--- src/rtl/hce_pkg.sv ---
// ============================================================================
// hce_pkg: shared types and constants for the harmonic confinement energy block
// Field widths, register map, datapath operation codes, controller/datapath
// command and status structs, and the per-mode square-term schedule.
// ============================================================================
package hce_pkg;

    // Payload field widths
    localparam int POS_W    = 20;
    localparam int KIND_W   = 6;
    localparam int MODE_W   = 2;
    localparam int POINT_W  = 60;
    localparam int RAD_W    = 19;
    localparam int K_W      = 32;
    localparam int HW_W     = 2;
    localparam int MASK_W   = 64;
    localparam int ENERGY_W = 64;
    localparam int INF_W    = 2;

    localparam int KIND_COUNT_DEF = 64;

    // APB register map: 64-bit registers at byte address 8*index
    localparam int REG_IDX_LSB = 3;
    localparam int REG_IDX_W   = 3;
    localparam int APB_AW      = REG_IDX_LSB + REG_IDX_W;
    localparam int APB_DW      = 64;

    typedef logic [REG_IDX_W-1:0] t_reg_idx;
    localparam t_reg_idx REG_MODE      = 3'd0;
    localparam t_reg_idx REG_POINT_A   = 3'd1;
    localparam t_reg_idx REG_POINT_B   = 3'd2;
    localparam t_reg_idx REG_RADIUS    = 3'd3;
    localparam t_reg_idx REG_SPRING_K  = 3'd4;
    localparam t_reg_idx REG_HARD_WALL = 3'd5;
    localparam t_reg_idx REG_KIND_MASK = 3'd6;

    // Geometry modes
    localparam logic [MODE_W-1:0] MODE_SPHERE = 2'd0;
    localparam logic [MODE_W-1:0] MODE_CYL    = 2'd1;
    localparam logic [MODE_W-1:0] MODE_BOX    = 2'd2;
    localparam logic [MODE_W-1:0] MODE_NONE   = 2'd3;

    // Hard wall codes
    localparam logic [HW_W-1:0] WALL_FINITE  = 2'd0;
    localparam logic [HW_W-1:0] WALL_POS_INF = 2'd1;
    localparam logic [HW_W-1:0] WALL_NEG_INF = 2'd2;

    // Shared multiplier and accumulator widths
    localparam int MUL_A_W    = 32;
    localparam int MUL_B_W    = 22;
    localparam int PROD_W     = MUL_A_W + MUL_B_W;
    localparam int U_W        = 45;   // signed squared excess, |u| < 2^43
    localparam int LO_W       = 22;   // low slice of u for the spring product
    localparam int HI_W       = 21;   // high slice of u
    localparam int HI_SHIFT   = 5;    // 2^22 / 2^17
    localparam int FRAC_SHIFT = 17;   // Q.32 to Q.16 and the factor 1/2
    localparam int E_W        = PROD_W + HI_SHIFT;

    localparam logic [ENERGY_W-1:0] ENERGY_MAX = {1'b0, {(ENERGY_W-1){1'b1}}};
    localparam logic [ENERGY_W-1:0] ENERGY_MIN = {1'b1, {(ENERGY_W-1){1'b0}}};

    // Datapath operations on the shared multiplier
    typedef logic [3:0] t_op;
    localparam t_op OP_A0 = 4'd0;  // (a.x - p.x)^2
    localparam t_op OP_A1 = 4'd1;
    localparam t_op OP_A2 = 4'd2;
    localparam t_op OP_B0 = 4'd3;  // (p.x - b.x)^2, box only
    localparam t_op OP_B1 = 4'd4;
    localparam t_op OP_B2 = 4'd5;
    localparam t_op OP_R  = 4'd6;  // radius^2, subtracted
    localparam t_op OP_HI = 4'd7;  // |k| * u[42:22]
    localparam t_op OP_LO = 4'd8;  // |k| * u[21:0]

    typedef logic [2:0] t_step;

    typedef struct packed {
        logic [MODE_W-1:0]  mode;
        logic [POINT_W-1:0] point_a;
        logic [POINT_W-1:0] point_b;
        logic [RAD_W-1:0]   radius;
        logic [K_W-1:0]     wall_k;
        logic [HW_W-1:0]    hard_wall;
        logic [MASK_W-1:0]  kind_mask;
    } t_cfg;

    typedef struct packed {
        logic load;      // latch the incoming particle
        logic op_valid;  // issue op to the multiplier
        t_op  op;
        logic set_inf;   // record the hard wall sign
        logic add_e;     // saturating add of the particle energy
        logic emit;      // load output register, clear group state
    } t_dp_cmd;

    typedef struct packed {
        logic [MODE_W-1:0] mode;
        logic sel;       // particle kind confined and mode active
        logic u_pos;     // squared excess above zero
        logic inf_wall;  // spring constant is infinite
        logic last;      // particle closes its group
        logic out_free;  // output register can take a result
    } t_dp_sts;

    // Square term issued at a given step for a geometry
    function automatic t_op sq_op(input logic [MODE_W-1:0] mode, input t_step step);
        t_op op;
        op = OP_R;
        case (mode)
            MODE_BOX: begin
                case (step)
                    3'd0:    op = OP_A0;
                    3'd1:    op = OP_B0;
                    3'd2:    op = OP_A1;
                    3'd3:    op = OP_B1;
                    3'd4:    op = OP_A2;
                    default: op = OP_B2;
                endcase
            end
            MODE_CYL: begin
                case (step)
                    3'd0:    op = OP_A0;
                    3'd1:    op = OP_A1;
                    default: op = OP_R;
                endcase
            end
            default: begin
                case (step)
                    3'd0:    op = OP_A0;
                    3'd1:    op = OP_A1;
                    3'd2:    op = OP_A2;
                    default: op = OP_R;
                endcase
            end
        endcase
        return op;
    endfunction

    // Final step of the square schedule
    function automatic t_step sq_last(input logic [MODE_W-1:0] mode);
        t_step s;
        case (mode)
            MODE_BOX: s = 3'd5;
            MODE_CYL: s = 3'd2;
            default:  s = 3'd3;
        endcase
        return s;
    endfunction

endpackage

--- src/rtl/hce_if.sv ---
// ============================================================================
// hce_if: valid/ready channel interfaces
// Particle input channel and group result channel.
// ============================================================================
interface hce_in_if;
    import hce_pkg::*;

    logic                     valid;
    logic                     ready;
    logic signed [POS_W-1:0]  pos_x;
    logic signed [POS_W-1:0]  pos_y;
    logic signed [POS_W-1:0]  pos_z;
    logic [KIND_W-1:0]        molecule_kind;
    logic                     last_in_group;

    modport source (output valid, pos_x, pos_y, pos_z, molecule_kind, last_in_group,
                    input ready);
    modport sink   (input valid, pos_x, pos_y, pos_z, molecule_kind, last_in_group,
                    output ready);
endinterface

interface hce_out_if;
    import hce_pkg::*;

    logic                       valid;
    logic                       ready;
    logic signed [ENERGY_W-1:0] group_energy;
    logic [INF_W-1:0]           infinite_sign;
    logic                       overflowed;

    modport source (output valid, group_energy, infinite_sign, overflowed, input ready);
    modport sink   (input valid, group_energy, infinite_sign, overflowed, output ready);
endinterface

--- src/rtl/hce_regs.sv ---
// ============================================================================
// hce_regs: APB configuration registers
// Seven 64-bit-spaced registers; writes complete in the access phase,
// reads return the stored value zero-extended.
// ============================================================================
module hce_regs #(
    parameter int KIND_COUNT = hce_pkg::KIND_COUNT_DEF
) (
    input  logic                       i_clk,
    input  logic                       i_rst_n,
    input  logic                       psel,
    input  logic                       penable,
    input  logic                       pwrite,
    input  logic [hce_pkg::APB_AW-1:0] paddr,
    input  logic [hce_pkg::APB_DW-1:0] pwdata,
    output logic [hce_pkg::APB_DW-1:0] prdata,
    output logic                       pready,
    output hce_pkg::t_cfg              o_cfg
);
    import hce_pkg::*;

    logic [MODE_W-1:0]     r_mode;
    logic [POINT_W-1:0]    r_point_a;
    logic [POINT_W-1:0]    r_point_b;
    logic [RAD_W-1:0]      r_radius;
    logic [K_W-1:0]        r_spring_k;
    logic [HW_W-1:0]       r_hard_wall;
    logic [KIND_COUNT-1:0] r_kind_mask;   // kinds at or above KIND_COUNT never confined

    t_reg_idx idx;
    logic     wr;

    assign idx   = paddr[APB_AW-1:REG_IDX_LSB];
    assign wr    = psel && penable && pwrite;
    assign pready = 1'b1;

    // Register writes
    always_ff @(posedge i_clk) begin
        if (!i_rst_n) begin
            r_mode      <= '0;
            r_point_a   <= '0;
            r_point_b   <= '0;
            r_radius    <= '0;
            r_spring_k  <= '0;
            r_hard_wall <= '0;
            r_kind_mask <= '0;
        end else if (wr) begin
            case (idx)
                REG_MODE:      r_mode      <= pwdata[MODE_W-1:0];
                REG_POINT_A:   r_point_a   <= pwdata[POINT_W-1:0];
                REG_POINT_B:   r_point_b   <= pwdata[POINT_W-1:0];
                REG_RADIUS:    r_radius    <= pwdata[RAD_W-1:0];
                REG_SPRING_K:  r_spring_k  <= pwdata[K_W-1:0];
                REG_HARD_WALL: r_hard_wall <= pwdata[HW_W-1:0];
                REG_KIND_MASK: r_kind_mask <= pwdata[KIND_COUNT-1:0];
                default: ;
            endcase
        end
    end

    // Read mux
    always_comb begin
        case (idx)
            REG_MODE:      prdata = APB_DW'(r_mode);
            REG_POINT_A:   prdata = APB_DW'(r_point_a);
            REG_POINT_B:   prdata = APB_DW'(r_point_b);
            REG_RADIUS:    prdata = APB_DW'(r_radius);
            REG_SPRING_K:  prdata = APB_DW'(r_spring_k);
            REG_HARD_WALL: prdata = APB_DW'(r_hard_wall);
            REG_KIND_MASK: prdata = APB_DW'(r_kind_mask);
            default:       prdata = '0;
        endcase
    end

    always_comb begin
        o_cfg.mode      = r_mode;
        o_cfg.point_a   = r_point_a;
        o_cfg.point_b   = r_point_b;
        o_cfg.radius    = r_radius;
        o_cfg.wall_k    = r_spring_k;
        o_cfg.hard_wall = r_hard_wall;
        o_cfg.kind_mask = MASK_W'(r_kind_mask);
    end

endmodule

--- src/rtl/hce_ctrl.sv ---
// ============================================================================
// hce_ctrl: particle sequencer
// Steps each particle through the square terms, the spring product and the
// group accumulate, then hands the group result to the output register.
// ============================================================================
module hce_ctrl (
    input  logic             i_clk,
    input  logic             i_rst_n,
    input  logic             i_in_valid,
    output logic             o_in_ready,
    output hce_pkg::t_dp_cmd o_cmd,
    input  hce_pkg::t_dp_sts i_sts
);
    import hce_pkg::*;

    localparam logic [3:0] S_IDLE   = 4'd0;
    localparam logic [3:0] S_CHECK  = 4'd1;
    localparam logic [3:0] S_SQ     = 4'd2;
    localparam logic [3:0] S_WAIT   = 4'd3;
    localparam logic [3:0] S_DECIDE = 4'd4;
    localparam logic [3:0] S_LO     = 4'd5;
    localparam logic [3:0] S_DRAIN  = 4'd6;
    localparam logic [3:0] S_ADD    = 4'd7;
    localparam logic [3:0] S_FIN    = 4'd8;

    logic [3:0] r_state, n_state;
    t_step      r_step,  n_step;

    // Next state and commands
    always_comb begin
        n_state    = r_state;
        n_step     = r_step;
        o_cmd      = '0;
        o_in_ready = 1'b0;
        case (r_state)
            S_IDLE: begin
                o_in_ready = 1'b1;
                if (i_in_valid) begin
                    o_cmd.load = 1'b1;
                    n_state    = S_CHECK;
                end
            end
            S_CHECK: begin
                n_step  = '0;
                n_state = i_sts.sel ? S_SQ : S_FIN;
            end
            S_SQ: begin
                o_cmd.op_valid = 1'b1;
                o_cmd.op       = sq_op(i_sts.mode, r_step);
                if (r_step >= sq_last(i_sts.mode)) begin
                    n_state = S_WAIT;
                end else begin
                    n_step = r_step + 3'd1;
                end
            end
            // last square term lands in the accumulator
            S_WAIT: begin
                n_state = S_DECIDE;
            end
            S_DECIDE: begin
                if (!i_sts.u_pos) begin
                    n_state = S_FIN;
                end else if (i_sts.inf_wall) begin
                    o_cmd.set_inf = 1'b1;
                    n_state       = S_FIN;
                end else begin
                    o_cmd.op_valid = 1'b1;
                    o_cmd.op       = OP_HI;
                    n_state        = S_LO;
                end
            end
            S_LO: begin
                o_cmd.op_valid = 1'b1;
                o_cmd.op       = OP_LO;
                n_state        = S_DRAIN;
            end
            S_DRAIN: begin
                n_state = S_ADD;
            end
            S_ADD: begin
                o_cmd.add_e = 1'b1;
                n_state     = S_FIN;
            end
            S_FIN: begin
                if (!i_sts.last) begin
                    n_state = S_IDLE;
                end else if (i_sts.out_free) begin
                    o_cmd.emit = 1'b1;
                    n_state    = S_IDLE;
                end
            end
            default: begin
                n_state = S_IDLE;
            end
        endcase
    end

    always_ff @(posedge i_clk) begin
        if (!i_rst_n) begin
            r_state <= S_IDLE;
            r_step  <= '0;
        end else begin
            r_state <= n_state;
            r_step  <= n_step;
        end
    end

    // A result is only pushed when the output register can take it
    a_emit_free: assert property (@(posedge i_clk) disable iff (!i_rst_n)
        o_cmd.emit |-> i_sts.out_free)
        else $error("result emitted into a full output register");

    // Every accepted particle goes to the selection check next
    a_accept_check: assert property (@(posedge i_clk) disable iff (!i_rst_n)
        (i_in_valid && o_in_ready) |=> (r_state == S_CHECK))
        else $error("accepted particle skipped the selection check");

    // The spring energy is only added after both partial products drained
    a_add_order: assert property (@(posedge i_clk) disable iff (!i_rst_n)
        o_cmd.add_e |-> ($past(r_state) == S_DRAIN))
        else $error("energy added before the spring product completed");

endmodule

--- src/rtl/hce_dp.sv ---
// ============================================================================
// hce_dp: confinement energy datapath
// Particle latch, one shared 32x22 multiplier with product register,
// squared-excess and spring-energy accumulators, saturating group sum and
// the result output register.
// ============================================================================
module hce_dp (
    input  logic                              i_clk,
    input  logic                              i_rst_n,
    input  hce_pkg::t_cfg                     i_cfg,
    input  hce_pkg::t_dp_cmd                  i_cmd,
    output hce_pkg::t_dp_sts                  o_sts,
    input  logic signed [hce_pkg::POS_W-1:0]  i_pos_x,
    input  logic signed [hce_pkg::POS_W-1:0]  i_pos_y,
    input  logic signed [hce_pkg::POS_W-1:0]  i_pos_z,
    input  logic [hce_pkg::KIND_W-1:0]        i_molecule_kind,
    input  logic                              i_last_in_group,
    output logic                              o_valid,
    input  logic                              i_ready,
    output logic signed [hce_pkg::ENERGY_W-1:0] o_group_energy,
    output logic [hce_pkg::INF_W-1:0]         o_infinite_sign,
    output logic                              o_overflowed
);
    import hce_pkg::*;

    localparam logic [PROD_W:0] RND_HALF = (PROD_W+1)'(1) << (FRAC_SHIFT - 1);

    // Latched particle
    logic signed [POS_W-1:0] r_px, r_py, r_pz;
    logic [KIND_W-1:0]       r_kind;
    logic                    r_last;

    // Multiplier pipeline and accumulators
    logic [PROD_W-1:0]       r_prod;
    t_op                     r_tag;
    logic                    r_tag_vld;
    logic signed [U_W-1:0]   r_u;
    logic [E_W-1:0]          r_e;

    // Group state
    logic [ENERGY_W-1:0]     r_sum;
    logic [HW_W-1:0]         r_inf;
    logic                    r_sat;

    // Output register
    logic                    r_out_vld;
    logic [ENERGY_W-1:0]     r_out_energy;
    logic [INF_W-1:0]        r_out_inf;
    logic                    r_out_ovf;

    logic [1:0]              axis;
    logic                    is_b;
    logic [POS_W-1:0]        pa, pb, pp;
    logic [POS_W:0]          d, d_mag;
    logic                    d_pos, gate;
    logic [POS_W-1:0]        sq_in;
    logic                    k_neg;
    logic [K_W-1:0]          k_abs;
    logic                    u_pos;
    logic [HI_W-1:0]         u_hi;
    logic [LO_W-1:0]         u_lo;
    logic [MUL_A_W-1:0]      mul_a;
    logic [MUL_B_W-1:0]      mul_b;
    logic [PROD_W-1:0]       mul_p;
    logic [PROD_W:0]         lo_rnd;
    logic [ENERGY_W:0]       e_ext, e_sgn, s_ext;
    logic                    s_ovf;

    always_ff @(posedge i_clk) begin
        if (i_cmd.load) begin
            r_px   <= i_pos_x;
            r_py   <= i_pos_y;
            r_pz   <= i_pos_z;
            r_kind <= i_molecule_kind;
            r_last <= i_last_in_group;
        end
    end

    // Axis and face of the current square term
    always_comb begin
        case (i_cmd.op)
            OP_A0:   begin axis = 2'd0; is_b = 1'b0; end
            OP_A1:   begin axis = 2'd1; is_b = 1'b0; end
            OP_A2:   begin axis = 2'd2; is_b = 1'b0; end
            OP_B0:   begin axis = 2'd0; is_b = 1'b1; end
            OP_B1:   begin axis = 2'd1; is_b = 1'b1; end
            OP_B2:   begin axis = 2'd2; is_b = 1'b1; end
            default: begin axis = 2'd0; is_b = 1'b0; end
        endcase
        case (axis)
            2'd0: begin
                pa = i_cfg.point_a[POS_W-1:0];
                pb = i_cfg.point_b[POS_W-1:0];
                pp = r_px;
            end
            2'd1: begin
                pa = i_cfg.point_a[2*POS_W-1:POS_W];
                pb = i_cfg.point_b[2*POS_W-1:POS_W];
                pp = r_py;
            end
            default: begin
                pa = i_cfg.point_a[3*POS_W-1:2*POS_W];
                pb = i_cfg.point_b[3*POS_W-1:2*POS_W];
                pp = r_pz;
            end
        endcase
    end

    // Signed distance and magnitude; box faces only count when outside
    always_comb begin
        if (is_b) begin
            d = {pp[POS_W-1], pp} - {pb[POS_W-1], pb};
        end else begin
            d = {pa[POS_W-1], pa} - {pp[POS_W-1], pp};
        end
        d_mag = d[POS_W] ? (~d + (POS_W+1)'(1)) : d;
        d_pos = !d[POS_W] && (d != '0);
        gate  = (is_b || (i_cfg.mode == MODE_BOX)) ? d_pos : 1'b1;
        sq_in = gate ? d_mag[POS_W-1:0] : '0;
    end

    // Spring constant magnitude and squared-excess slices
    assign k_neg = i_cfg.wall_k[K_W-1];
    assign k_abs = k_neg ? (~i_cfg.wall_k + K_W'(1)) : i_cfg.wall_k;
    assign u_pos = !r_u[U_W-1] && (r_u != '0);
    assign u_hi  = r_u[LO_W+HI_W-1:LO_W];
    assign u_lo  = r_u[LO_W-1:0];

    // Shared multiplier operand select
    always_comb begin
        case (i_cmd.op)
            OP_R: begin
                mul_a = MUL_A_W'(i_cfg.radius);
                mul_b = MUL_B_W'(i_cfg.radius);
            end
            OP_HI: begin
                mul_a = k_abs;
                mul_b = MUL_B_W'(u_hi);
            end
            OP_LO: begin
                mul_a = k_abs;
                mul_b = MUL_B_W'(u_lo);
            end
            default: begin
                mul_a = MUL_A_W'(sq_in);
                mul_b = MUL_B_W'(sq_in);
            end
        endcase
    end

    assign mul_p = PROD_W'(mul_a) * PROD_W'(mul_b);

    always_ff @(posedge i_clk) begin
        r_prod <= mul_p;
        r_tag  <= i_cmd.op;
    end

    always_ff @(posedge i_clk) begin
        if (!i_rst_n) begin
            r_tag_vld <= 1'b0;
        end else begin
            r_tag_vld <= i_cmd.op_valid;
        end
    end

    // Squared excess and spring energy accumulate from the product register
    assign lo_rnd = {1'b0, r_prod} + RND_HALF;

    always_ff @(posedge i_clk) begin
        if (i_cmd.load) begin
            r_u <= '0;
        end else if (r_tag_vld) begin
            case (r_tag)
                OP_A0, OP_A1, OP_A2, OP_B0, OP_B1, OP_B2: begin
                    r_u <= r_u + $signed(U_W'(r_prod));
                end
                OP_R: begin
                    r_u <= r_u - $signed(U_W'(r_prod));
                end
                OP_HI: begin
                    r_e <= {r_prod, {HI_SHIFT{1'b0}}};
                end
                OP_LO: begin
                    r_e <= r_e + E_W'(lo_rnd[PROD_W:FRAC_SHIFT]);
                end
                default: ;
            endcase
        end
    end

    // Signed particle energy and saturating group add
    always_comb begin
        e_ext = (ENERGY_W+1)'(r_e);
        e_sgn = k_neg ? (~e_ext + (ENERGY_W+1)'(1)) : e_ext;
        s_ext = {r_sum[ENERGY_W-1], r_sum} + e_sgn;
        s_ovf = s_ext[ENERGY_W] ^ s_ext[ENERGY_W-1];
    end

    always_ff @(posedge i_clk) begin
        if (!i_rst_n) begin
            r_sum <= '0;
            r_inf <= WALL_FINITE;
            r_sat <= 1'b0;
        end else if (i_cmd.emit) begin
            r_sum <= '0;
            r_inf <= WALL_FINITE;
            r_sat <= 1'b0;
        end else begin
            if (i_cmd.add_e) begin
                if (s_ovf) begin
                    r_sum <= s_ext[ENERGY_W] ? ENERGY_MIN : ENERGY_MAX;
                    r_sat <= 1'b1;
                end else begin
                    r_sum <= s_ext[ENERGY_W-1:0];
                end
            end
            if (i_cmd.set_inf) begin
                r_inf <= i_cfg.hard_wall;
            end
        end
    end

    // Output register: infinite groups report zero energy and no overflow
    always_ff @(posedge i_clk) begin
        if (!i_rst_n) begin
            r_out_vld <= 1'b0;
        end else if (i_cmd.emit) begin
            r_out_vld <= 1'b1;
        end else if (i_ready) begin
            r_out_vld <= 1'b0;
        end
    end

    always_ff @(posedge i_clk) begin
        if (i_cmd.emit) begin
            r_out_energy <= (r_inf != WALL_FINITE) ? '0 : r_sum;
            r_out_inf    <= r_inf;
            r_out_ovf    <= (r_inf != WALL_FINITE) ? 1'b0 : r_sat;
        end
    end

    assign o_valid         = r_out_vld;
    assign o_group_energy  = r_out_energy;
    assign o_infinite_sign = r_out_inf;
    assign o_overflowed    = r_out_ovf;

    // Status to the sequencer
    always_comb begin
        o_sts.mode     = i_cfg.mode;
        o_sts.sel      = i_cfg.kind_mask[r_kind] && (i_cfg.mode != MODE_NONE);
        o_sts.u_pos    = u_pos;
        o_sts.inf_wall = (i_cfg.hard_wall == WALL_POS_INF) ||
                         (i_cfg.hard_wall == WALL_NEG_INF);
        o_sts.last     = r_last;
        o_sts.out_free = !r_out_vld || i_ready;
    end

    // The infinite mark only ever holds the finite code or one of the two infinite codes
    a_inf_code: assert property (@(posedge i_clk) disable iff (!i_rst_n)
        !(r_inf[0] && r_inf[1]))
        else $error("invalid infinite code in group state");

    // Emitting a result starts the next group from a clean state
    a_emit_clears: assert property (@(posedge i_clk) disable iff (!i_rst_n)
        i_cmd.emit |=> ((r_sum == '0) && (r_inf == WALL_FINITE) && !r_sat && r_out_vld))
        else $error("group state not cleared after result");

endmodule

--- src/rtl/harmonic_confinement_energy.sv ---
// ============================================================================
// harmonic_confinement_energy: harmonic wall confinement energy per group
// Particles stream in one per transfer; confined kinds add k/2 times the
// squared excess beyond a sphere, a z-cylinder or a box, and the saturating
// Q48.16 group sum leaves as one result transfer after the last particle.
//
// One particle is processed at a time. A confined particle issues n square
// terms, where n is 4 for the sphere (three axes and the radius), 3 for the
// cylinder and 6 for the box (both faces on every axis), then both halves of
// the spring product, the accumulate and the group add. A particle with no
// excess, or one that meets an infinite wall, skips the spring product; a
// particle whose kind is not confined, or any particle in the unused fourth
// mode, goes straight to the group step. The single shared 32x22 multiplier
// computes every square and both halves of the spring product one per
// cycle, followed by the accumulate and the 64-bit saturating add. Results
// sit in an output register, so input continues while a result waits; a
// group's last particle holds in its final cycle only if the previous result
// has not yet been taken. Configuration is written over APB at byte address
// 8 times the register index and must only change while the block is idle.
// ============================================================================
module harmonic_confinement_energy #(
    parameter int KIND_COUNT = hce_pkg::KIND_COUNT_DEF
) (
    input  logic                       i_clk,
    input  logic                       i_rst_n,
    hce_in_if.sink                     i_in,
    hce_out_if.source                  o_out,
    input  logic                       psel,
    input  logic                       penable,
    input  logic                       pwrite,
    input  logic [hce_pkg::APB_AW-1:0] paddr,
    input  logic [hce_pkg::APB_DW-1:0] pwdata,
    output logic [hce_pkg::APB_DW-1:0] prdata,
    output logic                       pready
);
    import hce_pkg::*;

    t_cfg    cfg;
    t_dp_cmd cmd;
    t_dp_sts sts;
    logic    in_ready;

    // Configuration registers
    hce_regs #(
        .KIND_COUNT (KIND_COUNT)
    ) u_regs (
        .i_clk   (i_clk),
        .i_rst_n (i_rst_n),
        .psel    (psel),
        .penable (penable),
        .pwrite  (pwrite),
        .paddr   (paddr),
        .pwdata  (pwdata),
        .prdata  (prdata),
        .pready  (pready),
        .o_cfg   (cfg)
    );

    // Sequencer
    hce_ctrl u_ctrl (
        .i_clk      (i_clk),
        .i_rst_n    (i_rst_n),
        .i_in_valid (i_in.valid),
        .o_in_ready (in_ready),
        .o_cmd      (cmd),
        .i_sts      (sts)
    );

    assign i_in.ready = in_ready;

    // Datapath and result register
    hce_dp u_dp (
        .i_clk           (i_clk),
        .i_rst_n         (i_rst_n),
        .i_cfg           (cfg),
        .i_cmd           (cmd),
        .o_sts           (sts),
        .i_pos_x         (i_in.pos_x),
        .i_pos_y         (i_in.pos_y),
        .i_pos_z         (i_in.pos_z),
        .i_molecule_kind (i_in.molecule_kind),
        .i_last_in_group (i_in.last_in_group),
        .o_valid         (o_out.valid),
        .i_ready         (o_out.ready),
        .o_group_energy  (o_out.group_energy),
        .o_infinite_sign (o_out.infinite_sign),
        .o_overflowed    (o_out.overflowed)
    );

endmodule
--- src/flat_wrapper.sv ---
// flat-port wrapper written by rule: the top's interface ports become plain ports
module harmonic_confinement_energy_flat import hce_pkg::*;
#(
    parameter int KIND_COUNT = hce_pkg::KIND_COUNT_DEF
)
  (i_clk, i_rst_n, psel, penable, pwrite, paddr, pwdata, prdata, pready, i_in_valid, i_in_pos_x, i_in_pos_y, i_in_pos_z, i_in_molecule_kind, i_in_last_in_group, i_in_ready, o_out_valid, o_out_group_energy, o_out_infinite_sign, o_out_overflowed, o_out_ready);
  hce_in_if i_in_i ();
  hce_out_if o_out_i ();
  input  logic i_clk;
  input  logic i_rst_n;
  input  logic psel;
  input  logic penable;
  input  logic pwrite;
  input  logic [hce_pkg::APB_AW-1:0] paddr;
  input  logic [hce_pkg::APB_DW-1:0] pwdata;
  output logic [hce_pkg::APB_DW-1:0] prdata;
  output logic pready;
  input wire logic [$bits(i_in_i.valid)-1:0] i_in_valid;
  input wire logic [$bits(i_in_i.pos_x)-1:0] i_in_pos_x;
  input wire logic [$bits(i_in_i.pos_y)-1:0] i_in_pos_y;
  input wire logic [$bits(i_in_i.pos_z)-1:0] i_in_pos_z;
  input wire logic [$bits(i_in_i.molecule_kind)-1:0] i_in_molecule_kind;
  input wire logic [$bits(i_in_i.last_in_group)-1:0] i_in_last_in_group;
  output wire logic [$bits(i_in_i.ready)-1:0] i_in_ready;
  output wire logic [$bits(o_out_i.valid)-1:0] o_out_valid;
  output wire logic [$bits(o_out_i.group_energy)-1:0] o_out_group_energy;
  output wire logic [$bits(o_out_i.infinite_sign)-1:0] o_out_infinite_sign;
  output wire logic [$bits(o_out_i.overflowed)-1:0] o_out_overflowed;
  input wire logic [$bits(o_out_i.ready)-1:0] o_out_ready;
  assign i_in_i.valid = i_in_valid;
  assign i_in_i.pos_x = i_in_pos_x;
  assign i_in_i.pos_y = i_in_pos_y;
  assign i_in_i.pos_z = i_in_pos_z;
  assign i_in_i.molecule_kind = i_in_molecule_kind;
  assign i_in_i.last_in_group = i_in_last_in_group;
  assign i_in_ready = i_in_i.ready;
  assign o_out_valid = o_out_i.valid;
  assign o_out_group_energy = o_out_i.group_energy;
  assign o_out_infinite_sign = o_out_i.infinite_sign;
  assign o_out_overflowed = o_out_i.overflowed;
  assign o_out_i.ready = o_out_ready;
  harmonic_confinement_energy #(.KIND_COUNT(KIND_COUNT)) u_core (.i_clk(i_clk), .i_rst_n(i_rst_n), .i_in(i_in_i), .o_out(o_out_i), .psel(psel), .penable(penable), .pwrite(pwrite), .paddr(paddr), .pwdata(pwdata), .prdata(prdata), .pready(pready));
endmodule
--- config.mk ---
export PLATFORM = sky130hd
export DESIGN_NAME = harmonic_confinement_energy_flat
export DESIGN_NICKNAME = d
export VERILOG_FILES = /design/src/rtl/hce_pkg.sv /design/src/rtl/hce_if.sv /design/src/rtl/hce_regs.sv /design/src/rtl/hce_ctrl.sv /design/src/rtl/hce_dp.sv /design/src/rtl/harmonic_confinement_energy.sv /design/src/flat_wrapper.sv
export SDC_FILE = /design/constraint.sdc
export NUM_CORES = 2
export LEC_CHECK = 0
export BUFFER_PORTS_ARGS = -buffer_cell sky130_fd_sc_hd__buf_4
export CAP_MARGIN = 20
export CORE_MARGIN = 2
export CORE_UTILIZATION = 64
export CTS_CLUSTER_SIZE = 16
export DETAILED_ROUTE_END_ITERATION = 6
export PLACE_DENSITY_LB_ADDON = 0.08
export REMOVE_ABC_BUFFERS = 1
export SYNTH_ARGS = -nofsm -noshare
export SYNTH_HDL_FRONTEND = slang
export SYNTH_HIERARCHICAL = 1
export SYNTH_SLANG_ARGS = --single-unit
--- constraint.sdc ---
create_clock -name i_clk -period 16.85 [get_ports i_clk]
set_clock_uncertainty 0.2 [all_clocks]
set_input_delay 4.2125 -clock i_clk [delete_from_list [all_inputs] [get_ports i_clk]]
set_output_delay 4.2125 -clock i_clk [all_outputs]
set_load 0.02 [all_outputs]
# ---- Yosys cells after proc, flatten, opt, wreduce, memory -nomap -nowiden
# Cells that the tools add are included.
dict set report classes {
  n_addsub 11
  mul 1
  n_lt_le_gt_ge 2
  eq_ne 44
  mux 50
  bitwise_logic 6
  n_reduce_logical 41
}
# operator n
set op_table {}
lappend op_table {{64-bit one-hot mux with 7 select lines} 1}
lappend op_table {{64-bit two-way mux} 2}
lappend op_table {{20-bit one-hot mux with 2 select lines} 3}
lappend op_table {{59-bit one-hot mux with 2 select lines} 1}
lappend op_table {{45-bit one-hot mux with 2 select lines} 1}
lappend op_table {{22-bit one-hot mux with 3 select lines} 1}
lappend op_table {{65-bit by 1-bit adder with 65-bit output, second input constant} 1}
lappend op_table {{65-bit adder} 1}
lappend op_table {{65-bit two-way mux} 1}
lappend op_table {{59-bit NOT with 65-bit output} 1}
lappend op_table {{32-bit one-hot mux with 2 select lines} 1}
lappend op_table {{59-bit by 38-bit adder with 59-bit output} 1}
lappend op_table {{54-bit by 17-bit adder with 55-bit output, second input constant} 1}
lappend op_table {{32-bit by 22-bit multiplier with 54-bit output} 1}
lappend op_table {{4-bit by 3-bit equality test with 1-bit output, second input constant} 12}
lappend op_table {{45-bit adder} 1}
lappend op_table {{45-bit nonzero test} 1}
lappend op_table {{45-bit subtractor} 1}
lappend op_table {{20-bit by 20-bit subtractor with 21-bit output} 2}
lappend op_table {{20-bit two-way mux} 2}
lappend op_table {{4-bit one-hot mux with 9 select lines} 1}
lappend op_table {{32-bit by 1-bit adder with 32-bit output, second input constant} 1}
lappend op_table {{32-bit two-way mux} 1}
lappend op_table {{32-bit NOT} 1}
lappend op_table {{43 further kinds} 115}
dict set report totals {
  regBits 611
  in_bits 144
  out_inout_bits 134
  wordCells 181
}

# ---- Longest topological paths before layout
dict set report logic_depth {
  ltp_word 18
  ltp_mapped 67
  ltp_nobuf 59
}

# ---- By module
# The synthesis kept the hierarchy.
# mod instances cells_per_inst area_each_um2 seq_area_each_um2
set modules_own_cells {}
lappend modules_own_cells {hce_dp 1 6038 51435.6 9238.9}
lappend modules_own_cells {hce_regs 1 1110 10478.8 4784.6}
lappend modules_own_cells {hce_ctrl 1 105 753.2 140.1}

# ---- Worst setup path after synthesis
# OpenSTA, ideal clock, no wires.
dict set report synth_timing {
  kind {reg2reg}
  start {register u_core.u_dp.r_u[1]}
  end {register u_core.u_dp.r_prod[43]}
  setup_ns 0.121
  arrival_time_ns 13.276
  t_required_ns 16.529
  slack_ns 3.254
  stages_incl_launch_ff 62
  path_buffers 8
  period_less_slack_ns 13.596
  path_cell_list {dfxtp_1 -> nor4_1 -> nand4_1 -> nor2_1 -> a41oi_1 -> buf_4 -> nand2b_1 -> nand2b_1 -> o21ai_0 -> buf_2 -> buf_6 -> or4b_2 -> o21ai_1 -> buf_2 -> buf_1 -> o21a_1 -> ha_1 -> inv_1 -> (+26 left out) -> inv_1 -> fa_1 -> inv_1 -> ha_1 -> clkbuf_1 -> a21oi_1 -> nor2b_1 -> o21ai_0 -> nand2b_1 -> a21oi_1 -> nand2_1 -> a21o_1 -> a221oi_1 -> o21ai_0 -> nand4_1 -> a21oi_1 -> a31o_2 -> xor2_1}
}
# item line
set synth_rtl {}
lappend synth_rtl {{start: declaration} hce_dp.sv:37} ;# logic signed [U_W-1:0] r_u;
lappend synth_rtl {{start signal: assignment} hce_dp.sv:175} ;# r_u <= r_u + $signed(U_W'(r_prod));
lappend synth_rtl {{start signal: assignment} hce_dp.sv:178} ;# r_u <= r_u - $signed(U_W'(r_prod));
lappend synth_rtl {{end signal: assignment} hce_dp.sv:154} ;# r_prod <= mul_p;
lappend synth_rtl {{end: declaration} hce_dp.sv:34} ;# logic [PROD_W-1:0] r_prod;

==> results.md <==
* Via density at between 6 and 7
* Layout Utilization at 0.706
* Yosys Warn Count at 6
* Area share of the largest cell type after synthesis at 0.192
* Drt first pass iters at 6
* Most frequent cells in the layout: nand2_1, inv_1, fa_1
* Post-synthesis cell area at about 63,000 um2
* Synth Flop Type: dfxtp_1
* Core Region at 96,900 um2
* H-Tree Depth at 3
* Die area at 100,000 um2
* Total Wirelength at between 150,000 and 200,000 um
* Worst path slowest cell: or4b_2
* FMAX at between 60 and 70 MHz
* Syn avg cell area at about 8.6 um2
* Slew @ Worst Pin at roughly 1200 ps
* Design area at slightly below 70,000 um2
* Filler cells at just under 8,000
* Period Utilization, post-route at 0.965
* Hold Vio Cnt, Final at 0
* Number of global-route vias before repair at approximately 54,000
* GRT overflow at 0
* Largest net degree at the start of global routing at between 100 and 150
* Largest area contributor in the netlist: fa_1
* Critical Path Start Type: register
* Hold Crit Depth at 2
* Placed cells at 8,535
* CTS Sinks at between 600 and 700
* CTS buffer count at between 60 and 70
* Share of cells above drive strength 1 at 0.0929
* Starting Density at 0.647
* Die W at around 320 um
* Dpl hpwl at about 150,000 um
* WP buf/inv at 10
* Chip height at 317 um
* First-pass GRT wire length at just over 300,000 um
* DR vias at around 54,000
* Synth cell types at 105
* Clock-pin slew on the worst setup and hold paths at 60 ps
* Seq/Total Area, Yosys at 0.226
* Reg area at between 10,000 and 15,000 um2
* Most common cell after layout, fill and taps aside: nand2_1
* CTS tree: yes
* Post-CTS setup buffer count at 0
* Max FO, Critical Path at 27
* Initial antenna violation count at 7
* Final setup viols at 0
* RSZ-0062 raised after global routing: no
* Row count at about 110
* Total track usage at 0.397
* 1st-iter DRT viols at approximately 5,600
* I/O pins at 278
* Slew Limit Fails at 0
* WL per Instance at 23.0 um
* Layout net count at between 8,000 and 9,000
* Longest Clk Path Bufs at 3
* Drt drc at 0
* Yosys reg bits at approximately 610
* Finished Layout Cells at between 8,000 and 9,000
* Post-synth EDFFs at approximately 190
* Max_slew headroom at 0.184
* Worst r2r path cells at 56
* DP Area at around 66,000 um2
* Critical path class: register to register
* Minimum clock period at roughly 16,000 ps
* WP data arrival at between 15,000 and 20,000 ps
* Top post-synthesis cells by area: fa_1, dfxtp_1, edfxtp_1
* Critical Path RT at approximately 17,000 ps
* Outcome: completed
* Async S/R FF share, synth at 0
* Fin Setup TNS at 0 ps
* Delay-heaviest family, CP: compound AO/OA/AOI/OAI gates
* Max stage delay on crit path at just under 800 ps
* CP Depth at 56
* Port Buffers at ~270
* Area delta synth->final at 9.05%
* Clk Latency, worst-skew pair at approximately 650 ps
* CP Capture Type: register
* Multi-input gate area at ~44,000 um2
* Synth Instances at slightly above 7,000
* Max cap viols at 0
* Top cell by count, worst path: fa_1
* Root Driver: clkbuf_16
* Antenna-violating nets left at 0
* Worst hold path type: register to register
* GPL Wtd Cong at just over 1
* # hold bufs at CTS at 0
cells in the mapped netlist (all sizes together) (193+ instances only):
master and n:
o21ai 284, nand2 1122, nor2 396, inv 809, edfxtp 193, and2 224
mux2i 300, xnor2 262, clkbuf 302, a21oi 355, dfxtp 418, ha 367
fa 602
tightest hold or removal path, delay by kind of cell (launching register included):
family        cells  cell delay, ps
flops             1             320
simple gates      1              50
mux               1              50
flip-flops by register name, indices dropped and copies added (netlist names), 2 cells and up:
name                         flops
u_core/u_regs/r_hard_wall        2
u_core/u_dp/r_inf                2
u_core/u_dp/r_tag                4
u_core/u_dp/r_sum               64
u_core/u_dp/r_u                 45
u_core/u_dp/r_px                20
u_core/u_dp/o_group_energy      64
u_core/u_dp/o_infinite_sign      2
u_core/u_ctrl/r_step             3
u_core/u_dp/r_kind               6
u_core/u_dp/r_e                 59
u_core/u_ctrl/r_state            4
u_core/u_regs/r_point_a         60
u_core/u_dp/r_prod              54
u_core/u_regs/r_mode             2
u_core/u_regs/r_spring_k        32
u_core/u_regs/r_radius          19
u_core/u_regs/r_point_b         60
u_core/u_regs/r_kind_mask       64
u_core/u_dp/r_pz                20
u_core/u_dp/r_py                20
final cells by class:
class                      instances  share of cell area
sequential                       611               0.207
multi-input combinational       5415               0.642
tap                             1276              0.0234
timing repair buffer             425              0.0473
clock inverter                    27             0.00549
antenna                            2           0.0000732
inverter                         809              0.0444
clock buffer                      98              0.0304
metal layers:
| layer | vias to the layer above | global-route usage | wire (um) |
|---|---|---|---|
| met5 | - | 0.00710 | 128 |
| met4 | 6 | 0.217 | 13100 |
| met3 | 590 | 0.103 | 20700 |
| met2 | 2692 | 0.633 | 90200 |
| met1 | 26200 | 0.492 | 75600 |
| li1 | 24400 | - | - |
cells by family after synthesis:
family,share of synthesized area
simple gates,0.176
compound gates,0.138
buf+inv,0.0777
fa+ha+maj,0.267
flops,0.226
xor+xnor,0.0565
mux,0.0588
other cells,0.0000598
repair_timing:
action / CTS / global route
hold endpoints to repair: 0 / 0
setup endpoints to repair: 0 / 1
gates resized for setup: 0 / 5
final timing paths:
path                                              startpoint                                          to  slack, ps
hold reg to reg   u_core/u_regs/r_kind_mask[60]$_SDFFE_PN0P_  u_core/u_regs/r_kind_mask[60]$_SDFFE_PN0P_        270
setup / recovery            u_core/u_dp/r_u[20]$_SDFFE_PP0P_              u_core/u_dp/r_prod[52]$_DFF_P_        590
setup reg to reg            u_core/u_dp/r_u[20]$_SDFFE_PP0P_              u_core/u_dp/r_prod[52]$_DFF_P_        590
hold / removal    u_core/u_regs/r_kind_mask[60]$_SDFFE_PN0P_  u_core/u_regs/r_kind_mask[60]$_SDFFE_PN0P_        270
metrics by stage:
stage	hold slack, ps	worst slack [ps]
floorplan	229	41.7
global placement	245	1080
detailed placement	257	897
CTS	267	817
global route	287	62.6
finish	271	588
Power is left out: the tool's default activity adds up to more than one toggle a clock period on the data nets, which glitch-free logic cannot reach.
